### src/hdl/mnpt_pkg.sv
`timescale 1ns / 1ps

package mnpt_pkg;

    localparam int NOTE_COUNT   = 128;
    localparam int PITCH_BITS   = $clog2(NOTE_COUNT);
    localparam int VEL_BITS     = 7;
    localparam int STATUS_BITS  = 8;
    localparam int PORT_TICK_W  = 32;
    localparam int TICK_BITS_DEF = 32;

    localparam logic [STATUS_BITS-1:0] CMD_MASK     = 8'hf0;
    localparam logic [STATUS_BITS-1:0] CMD_NOTE_ON  = 8'h90;
    localparam logic [STATUS_BITS-1:0] CMD_NOTE_OFF = 8'h80;

    // finished note waiting between the table stage and the output stage
    typedef struct packed {
        logic                  hit;
        logic [PITCH_BITS-1:0] pitch;
        logic [VEL_BITS-1:0]   strength;
    } pair_ctrl_t;

endpackage

### src/hdl/midi_note_pair_tracker_unit.sv
`timescale 1ns / 1ps
// a matching note-off is registered in the table stage (hit_reg), then in the output stage (valid_reg)
// throughput: one item per cycle while in_stall is low; the start-tick memory takes one access per item
// stall reaches the input only when a finished note waits behind a held output
// reset (rst_n, asynchronous, active low) closes all notes, zeroes the last
// velocity and empties the pipeline; the start-tick memory is not cleared

module midi_note_pair_tracker_unit #(
    parameter int TICK_BITS = mnpt_pkg::TICK_BITS_DEF
) (
    input  logic                               clk,
    input  logic                               rst_n,
    input  logic                               in_valid,
    output logic                               in_stall,
    input  logic [mnpt_pkg::STATUS_BITS-1:0]   status_byte,
    input  logic [mnpt_pkg::PITCH_BITS-1:0]    note_number,
    input  logic [mnpt_pkg::VEL_BITS-1:0]      note_velocity,
    input  logic [mnpt_pkg::PORT_TICK_W-1:0]   event_tick,
    output logic                               out_valid,
    input  logic                               out_stall,
    output logic [mnpt_pkg::PORT_TICK_W-1:0]   start_tick,
    output logic [mnpt_pkg::PITCH_BITS-1:0]    note_pitch,
    output logic [mnpt_pkg::PORT_TICK_W-1:0]   note_length,
    output logic [mnpt_pkg::VEL_BITS-1:0]      note_strength
);
    import mnpt_pkg::*;

    pair_ctrl_t              ctrl;
    logic [TICK_BITS-1:0]    tick;
    logic [TICK_BITS-1:0]    start_q;
    logic [TICK_BITS-1:0]    tick_q;
    logic                    advance;
    logic                    accept;

    assign tick     = TICK_BITS'(event_tick);
    assign in_stall = ctrl.hit && !advance;
    assign accept   = in_valid && !in_stall;

    mnpt_table #(
        .TICK_BITS (TICK_BITS)
    ) u_table (
        .clk         (clk),
        .rst_n       (rst_n),
        .accept      (accept),
        .advance     (advance),
        .status_byte (status_byte),
        .pitch       (note_number),
        .velocity    (note_velocity),
        .tick        (tick),
        .ctrl        (ctrl),
        .start_q     (start_q),
        .tick_q      (tick_q)
    );

    mnpt_out #(
        .TICK_BITS (TICK_BITS)
    ) u_out (
        .clk           (clk),
        .rst_n         (rst_n),
        .ctrl          (ctrl),
        .start_q       (start_q),
        .tick_q        (tick_q),
        .out_stall     (out_stall),
        .advance       (advance),
        .out_valid     (out_valid),
        .start_tick    (start_tick),
        .note_pitch    (note_pitch),
        .note_length   (note_length),
        .note_strength (note_strength)
    );

endmodule

### src/hdl/mnpt_table.sv
`timescale 1ns / 1ps

module mnpt_table #(
    parameter int TICK_BITS = mnpt_pkg::TICK_BITS_DEF
) (
    input  logic                               clk,
    input  logic                               rst_n,
    input  logic                               accept,
    input  logic                               advance,
    input  logic [mnpt_pkg::STATUS_BITS-1:0]   status_byte,
    input  logic [mnpt_pkg::PITCH_BITS-1:0]    pitch,
    input  logic [mnpt_pkg::VEL_BITS-1:0]      velocity,
    input  logic [TICK_BITS-1:0]               tick,
    output mnpt_pkg::pair_ctrl_t               ctrl,
    output logic [TICK_BITS-1:0]               start_q,
    output logic [TICK_BITS-1:0]               tick_q
);
    import mnpt_pkg::*;

    logic [TICK_BITS-1:0]    start_mem [NOTE_COUNT];
    logic [TICK_BITS-1:0]    rd_reg;
    logic [NOTE_COUNT-1:0]   open_reg;
    logic [NOTE_COUNT-1:0]   open_next;
    logic [VEL_BITS-1:0]     last_vel_reg;
    logic [VEL_BITS-1:0]     last_vel_next;
    logic                    hit_reg;
    logic                    hit_next;
    logic [PITCH_BITS-1:0]   pitch_reg;
    logic [VEL_BITS-1:0]     strength_reg;
    logic [TICK_BITS-1:0]    tick_reg;
    logic [STATUS_BITS-1:0]  cmd;
    logic                    is_on;
    logic                    is_off;
    logic                    off_hit;

    assign cmd     = status_byte & CMD_MASK;
    assign is_on   = (cmd == CMD_NOTE_ON);
    assign is_off  = (cmd == CMD_NOTE_OFF);
    assign off_hit = is_off && open_reg[pitch];

    // start ticks: one write port for note-on, one registered read for every other accepted event
    always_ff @(posedge clk)
    begin
        if (accept && is_on)
        begin
            start_mem[pitch] <= tick;
        end
        else if (accept)
        begin
            rd_reg <= start_mem[pitch];
        end
    end

    always_comb
    begin
        open_next     = open_reg;
        last_vel_next = last_vel_reg;
        if (accept && is_on)
        begin
            open_next[pitch] = 1'b1;
            last_vel_next    = velocity;
        end
        else if (accept && off_hit)
        begin
            open_next[pitch] = 1'b0;
        end
    end

    always_comb
    begin
        hit_next = hit_reg;
        if (accept)
        begin
            hit_next = off_hit;
        end
        else if (advance)
        begin
            hit_next = 1'b0;
        end
    end

    always_ff @(posedge clk or negedge rst_n)
    begin
        if (!rst_n)
        begin
            open_reg     <= '0;
            last_vel_reg <= '0;
            hit_reg      <= 1'b0;
        end
        else
        begin
            open_reg     <= open_next;
            last_vel_reg <= last_vel_next;
            hit_reg      <= hit_next;
        end
    end

    // a note-off leaves the last velocity as is, so the current value goes along
    always_ff @(posedge clk)
    begin
        if (accept)
        begin
            pitch_reg    <= pitch;
            strength_reg <= last_vel_reg;
            tick_reg     <= tick;
        end
    end

    assign ctrl.hit      = hit_reg;
    assign ctrl.pitch    = pitch_reg;
    assign ctrl.strength = strength_reg;
    assign start_q       = rd_reg;
    assign tick_q        = tick_reg;

endmodule

### src/hdl/mnpt_out.sv
`timescale 1ns / 1ps

module mnpt_out #(
    parameter int TICK_BITS = mnpt_pkg::TICK_BITS_DEF
) (
    input  logic                               clk,
    input  logic                               rst_n,
    input  mnpt_pkg::pair_ctrl_t               ctrl,
    input  logic [TICK_BITS-1:0]               start_q,
    input  logic [TICK_BITS-1:0]               tick_q,
    input  logic                               out_stall,
    output logic                               advance,
    output logic                               out_valid,
    output logic [mnpt_pkg::PORT_TICK_W-1:0]   start_tick,
    output logic [mnpt_pkg::PITCH_BITS-1:0]    note_pitch,
    output logic [mnpt_pkg::PORT_TICK_W-1:0]   note_length,
    output logic [mnpt_pkg::VEL_BITS-1:0]      note_strength
);
    import mnpt_pkg::*;

    logic                    valid_reg;
    logic                    valid_next;
    logic [TICK_BITS-1:0]    length;
    logic [PORT_TICK_W-1:0]  start_reg;
    logic [PITCH_BITS-1:0]   pitch_reg;
    logic [PORT_TICK_W-1:0]  length_reg;
    logic [VEL_BITS-1:0]     strength_reg;

    assign advance = !valid_reg || !out_stall;
    // wraps modulo the tick width
    assign length  = tick_q - start_q;

    always_comb
    begin
        valid_next = valid_reg;
        if (advance)
        begin
            valid_next = ctrl.hit;
        end
    end

    always_ff @(posedge clk or negedge rst_n)
    begin
        if (!rst_n)
        begin
            valid_reg <= 1'b0;
        end
        else
        begin
            valid_reg <= valid_next;
        end
    end

    always_ff @(posedge clk)
    begin
        if (advance && ctrl.hit)
        begin
            start_reg    <= PORT_TICK_W'(start_q);
            pitch_reg    <= ctrl.pitch;
            length_reg   <= PORT_TICK_W'(length);
            strength_reg <= ctrl.strength;
        end
    end

    assign out_valid     = valid_reg;
    assign start_tick    = start_reg;
    assign note_pitch    = pitch_reg;
    assign note_length   = length_reg;
    assign note_strength = strength_reg;

endmodule

### config.mk
export PLATFORM = sky130hd
export DESIGN_NAME = midi_note_pair_tracker_unit
export DESIGN_NICKNAME = d
export VERILOG_FILES = /design/src/hdl/mnpt_pkg.sv /design/src/hdl/midi_note_pair_tracker_unit.sv /design/src/hdl/mnpt_table.sv /design/src/hdl/mnpt_out.sv
export SDC_FILE = /design/constraint.sdc
export NUM_CORES = 2
export LEC_CHECK = 0
export BUFFER_PORTS_ARGS = -buffer_cell sky130_fd_sc_hd__buf_2
export CAP_MARGIN = 30
export CORE_ASPECT_RATIO = 0.7
export CORE_MARGIN = 5
export CORE_UTILIZATION = 35
export DETAILED_ROUTE_END_ITERATION = 10
export GPL_ROUTABILITY_DRIVEN = 0
export HOLD_SLACK_MARGIN = 0.12
export MAX_ROUTING_LAYER = met4
export PLACE_DENSITY = 0.57
export RECOVER_POWER = 100
export SYNTH_ARGS = -nofsm -noshare
export SYNTH_HDL_FRONTEND = slang
export SYNTH_SLANG_ARGS = --single-unit
### constraint.sdc
create_clock -name clk -period 6.4 [get_ports clk]
set_clock_uncertainty 0.15 [all_clocks]
set_input_delay 1.6 -clock clk [delete_from_list [all_inputs] [get_ports clk]]
set_output_delay 1.6 -clock clk [all_outputs]
set_load 0.1 [all_outputs]
==> results by group <==
Setup path
  – Max incr delay on CP: 1.19 ns
  – Worst Setup End Kind: flip-flop
  – Critical Path Most Common Cell: clkbuf_1
  – R2r startpoint: u_out.out_valid
  – Critical path required time: 6.95 ns
  – CP endpoint: u_table.start_q[31]
  – Reg2reg end: u_table.start_q[21]
  – Setup slack, reg-to-reg: 1.48 ns
  – Crit path max fanout: 14
  – R2R cell count: 4
  – Startpoint Class: primary input
  – WS Path Type: primary input to flip-flop
  – Crit path DAT: 6.79 ns
  – Crit path cell chain: clkbuf_1 > clkbuf_1 > clkbuf_1 > or2_2 > nor2_1 > buf_4 > a21oi_1 > nand3_1 > nor4_1 > nand2_1
  – Slowest CP cell: clkbuf_1
  – CP startpoint: note_number[5]

Routing
  – Final ANT Viol Nets: 0
  – DRC violation count after routing: 0
  – DR iter-0 viols: 20213
  – Drt first pass iters: 8
  – Drt total wl: 627000 µm
  – DR vias: 103206
  – Vias/cell: 6.29
  – WL/cell: 38.2 µm

STA
  – Setup Total Neg Slack: 0 ns
  – Min Tclk post-route: 6.24 ns
  – PnR worst setup slack: 0.157 ns
  – Final hold vios: 0
  – Worst rel slew slack: -198%
  – Final setup viols: 0
  – Pins Over Slew Limit: 4651
  – RSZ-0062 raised after global routing: no
  – Fin crit share: 97.5%
  – Worst slew pin tran: 4.48 ns
  – Hold slack: 0.269 ns
  – Max Clk Rate: 160 MHz

Logic synthesis
  – Mux cell area share after synthesis: 3.92%
  – Leading area contributor after synthesis: edfxtp_1
  – Largest family of logic cells by synthesized area: compound AO/OA/AOI/OAI gates
  – Area fraction in compound gates after synthesis: 11.8%
  – Netlist cell types: 73
  – Mapped cell area: 165000 µm²
  – Leading post-synthesis cells by cell area: edfxtp_1 (78%), a22oi_1 (3.9%), a221oi_1 (2.6%)
  – Post-synth top cells: edfxtp_1 (4252), a22oi_1 (853), a221oi_1 (480)
  – Yosys warns: 0
  – Post-synth EDFFs: 4252
  – Xor and xnor area share after synthesis: 0.149%
  – Ys flop type: edfxtp_1
  – Post-synth top area share: 77.6%
  – Post-Synth Adder-Cell Area: 0.248%
  – Syn nets: 9187
  – Post-synthesis simple-gate area fraction: 2.32%
  – Synth Instances: 9097
  – Most common cell in the netlist: edfxtp_1
  – Sequential-to-total area share from yosys stat: 79.7%
  – FFs w/ async S/R, synth: 3.12%
  – #FFs+latches synth: 4389
  – Post-synthesis average cell area: 18.1 µm²

Finish
  – Largest reg by FF count: u_table.start_mem
  – Fin nets: 9873
  – Layout cell share with drive strength beyond 1: 16.1%
  – Max FFs per register: 4096
  – Area grow syn2layout: 15.6%
  – Final core occ: 40.7%

Run status
  – Status: finished, violations left
  – Violated checks: max-capacitance violations, max-slew violations

Job
  – Max cap viols: 109

Hold path
  – Worst Hold Class: flip-flop to flip-flop

GRT
  – Largest net degree at the start of global routing: 130
  – First-pass GRT wire length: 837000 µm
  – Grt ovf: 0
  – Initial antenna violation count: 66
  – Vias in the first global route: 95552
  – Total track usage: 25.6%

Place
  – Buffers on Ports: 133
  – Final HPWL DP: 383000 µm
  – Setup slack at placement: 0.316 ns

Clock tree
  – Clk_lat worst skew: 0.99 ns
  – Root buf cell: clkbuf_16
  – Post-CTS Resized: 0
  – H-tree depth: 5
  – CTS tree: done
  – Max clock buf depth: 4
  – Post-CTS Setup Inserts: 0
  – Num CTS Buffers: 397
  – Clock slew at reported path FFs: 0.06 ns
  – Hold Buf Count CTS: 0
  – CTS sink cnt: 4389

Floorplan
  – Core area: 468000 µm²
  – Die height: 584 µm
  – Die X: 829 µm
  – Starting Density: 35.2%
  – DIE AREA: 484000 µm²
  – # rows: 210
  – # IOs: 138

Power
  – P per Cell Area: 313 nW/µm²
  – Leak: 59.4 nW
  – Worst vdd ir: 0.000240 V
  – Overall power: 59.6 mW
==> cell usage in the layout, fill, tap and decap left out, types with 68 or more instances in the layout <==
master	n
a21oi_1	278
a221oi_1	479
clkinv_1	85
nor2_1	405
edfxtp_1	4252
buf_12	121
a22oi_1	853
clkbuf_1	312
nand2_1	177
clkbuf_16	403
dfrtp_1	137
mux2_2	212
a41oi_1	175
o21ai_0	172
a22o_1	203
mux2i_1	211
buf_4	452
clkinv_2	68
clkbuf_2	83
nand4_1	82
mux4_2	76
a31oi_1	140
==> through the flow <==
stage | instances | area [µm²]
2_1_floorplan | 9097 | 165000
3_3_place_gp | 15615 | 179000
3_5_place_dp | 15626 | 179000
4_1_cts | 16343 | 192000
5_1_grt | 16404 | 190000
6_report | 16421 | 190000
==> cell families (layout without fill, tap and decap cells) <==
group / after synthesis / in the layout
flip-flops: 4389 / 4389
multiplexers: 508 / 508
AO/OA/AOI/OAI: 2586 / 2586
buffers and inverters: 679 / 1683
AND/OR/NAND/NOR: 875 / 875
other: 0 / 66
adder cells (fa/ha/maj): 32 / 32
XOR/XNOR: 28 / 28
==> critical path, delay by kind of cell <==
family	cells	cell delay, ns
compound gates	1	0.18
buf+inv	4	2.92
simple gates	5	2.02
==> layout make-up <==
type / instances / area [µm²]
clock inverter: 223 / 2220
antenna: 66 / 165
timing repair buffer: 919 / 7370
tap: 6254 / 7830
sequential: 4389 / 131000
inverter: 47 / 189
fill: 41522 / 278000
clock buffer: 494 / 10500
multi-input combinational: 4029 / 30900
==> metal layers <==
| metal | vias to the layer above | wire length (µm) | GRT usage, % |
|---|---|---|---|
| met5 | - | 0 | - |
| met4 | 0 | 25000 | 8.30 |
| met3 | 1183 | 112000 | 11.5 |
| met2 | 8856 | 249000 | 33.6 |
| met1 | 53584 | 240000 | 35.1 |
| li1 | 39583 | - | - |
==> worst min-delay path by stage <==
stage / to / cells past startpoint / startpoint / slack, ns
6_report: u_out.note_pitch[6] / 0 / u_table.pitch_reg[6] / 0.27
5_1_grt: u_out.note_strength[4] / 0 / u_table.strength_reg[4] / 0.28
4_1_cts: u_out.note_pitch[6] / 0 / u_table.pitch_reg[6] / 0.27
3_5_place_dp: u_out.note_pitch[6] / 0 / u_table.pitch_reg[6] / 0.25
3_3_place_gp: u_out.note_pitch[6] / 0 / u_table.pitch_reg[6] / 0.25
2_1_floorplan: u_out.note_pitch[0] / 0 / u_table.pitch_reg[0] / 0.25
==> power by group <==
part | total [mW] | internal (mW) | switching (mW)
sequential | 31.8 | 31.7 | 0.0932
combinational | 3.83 | 0.967 | 2.86
clock | 24.0 | 13.2 | 10.8
total | 59.6 | 45.8 | 13.8
Note: power is estimated with default switching activity, not from simulation.
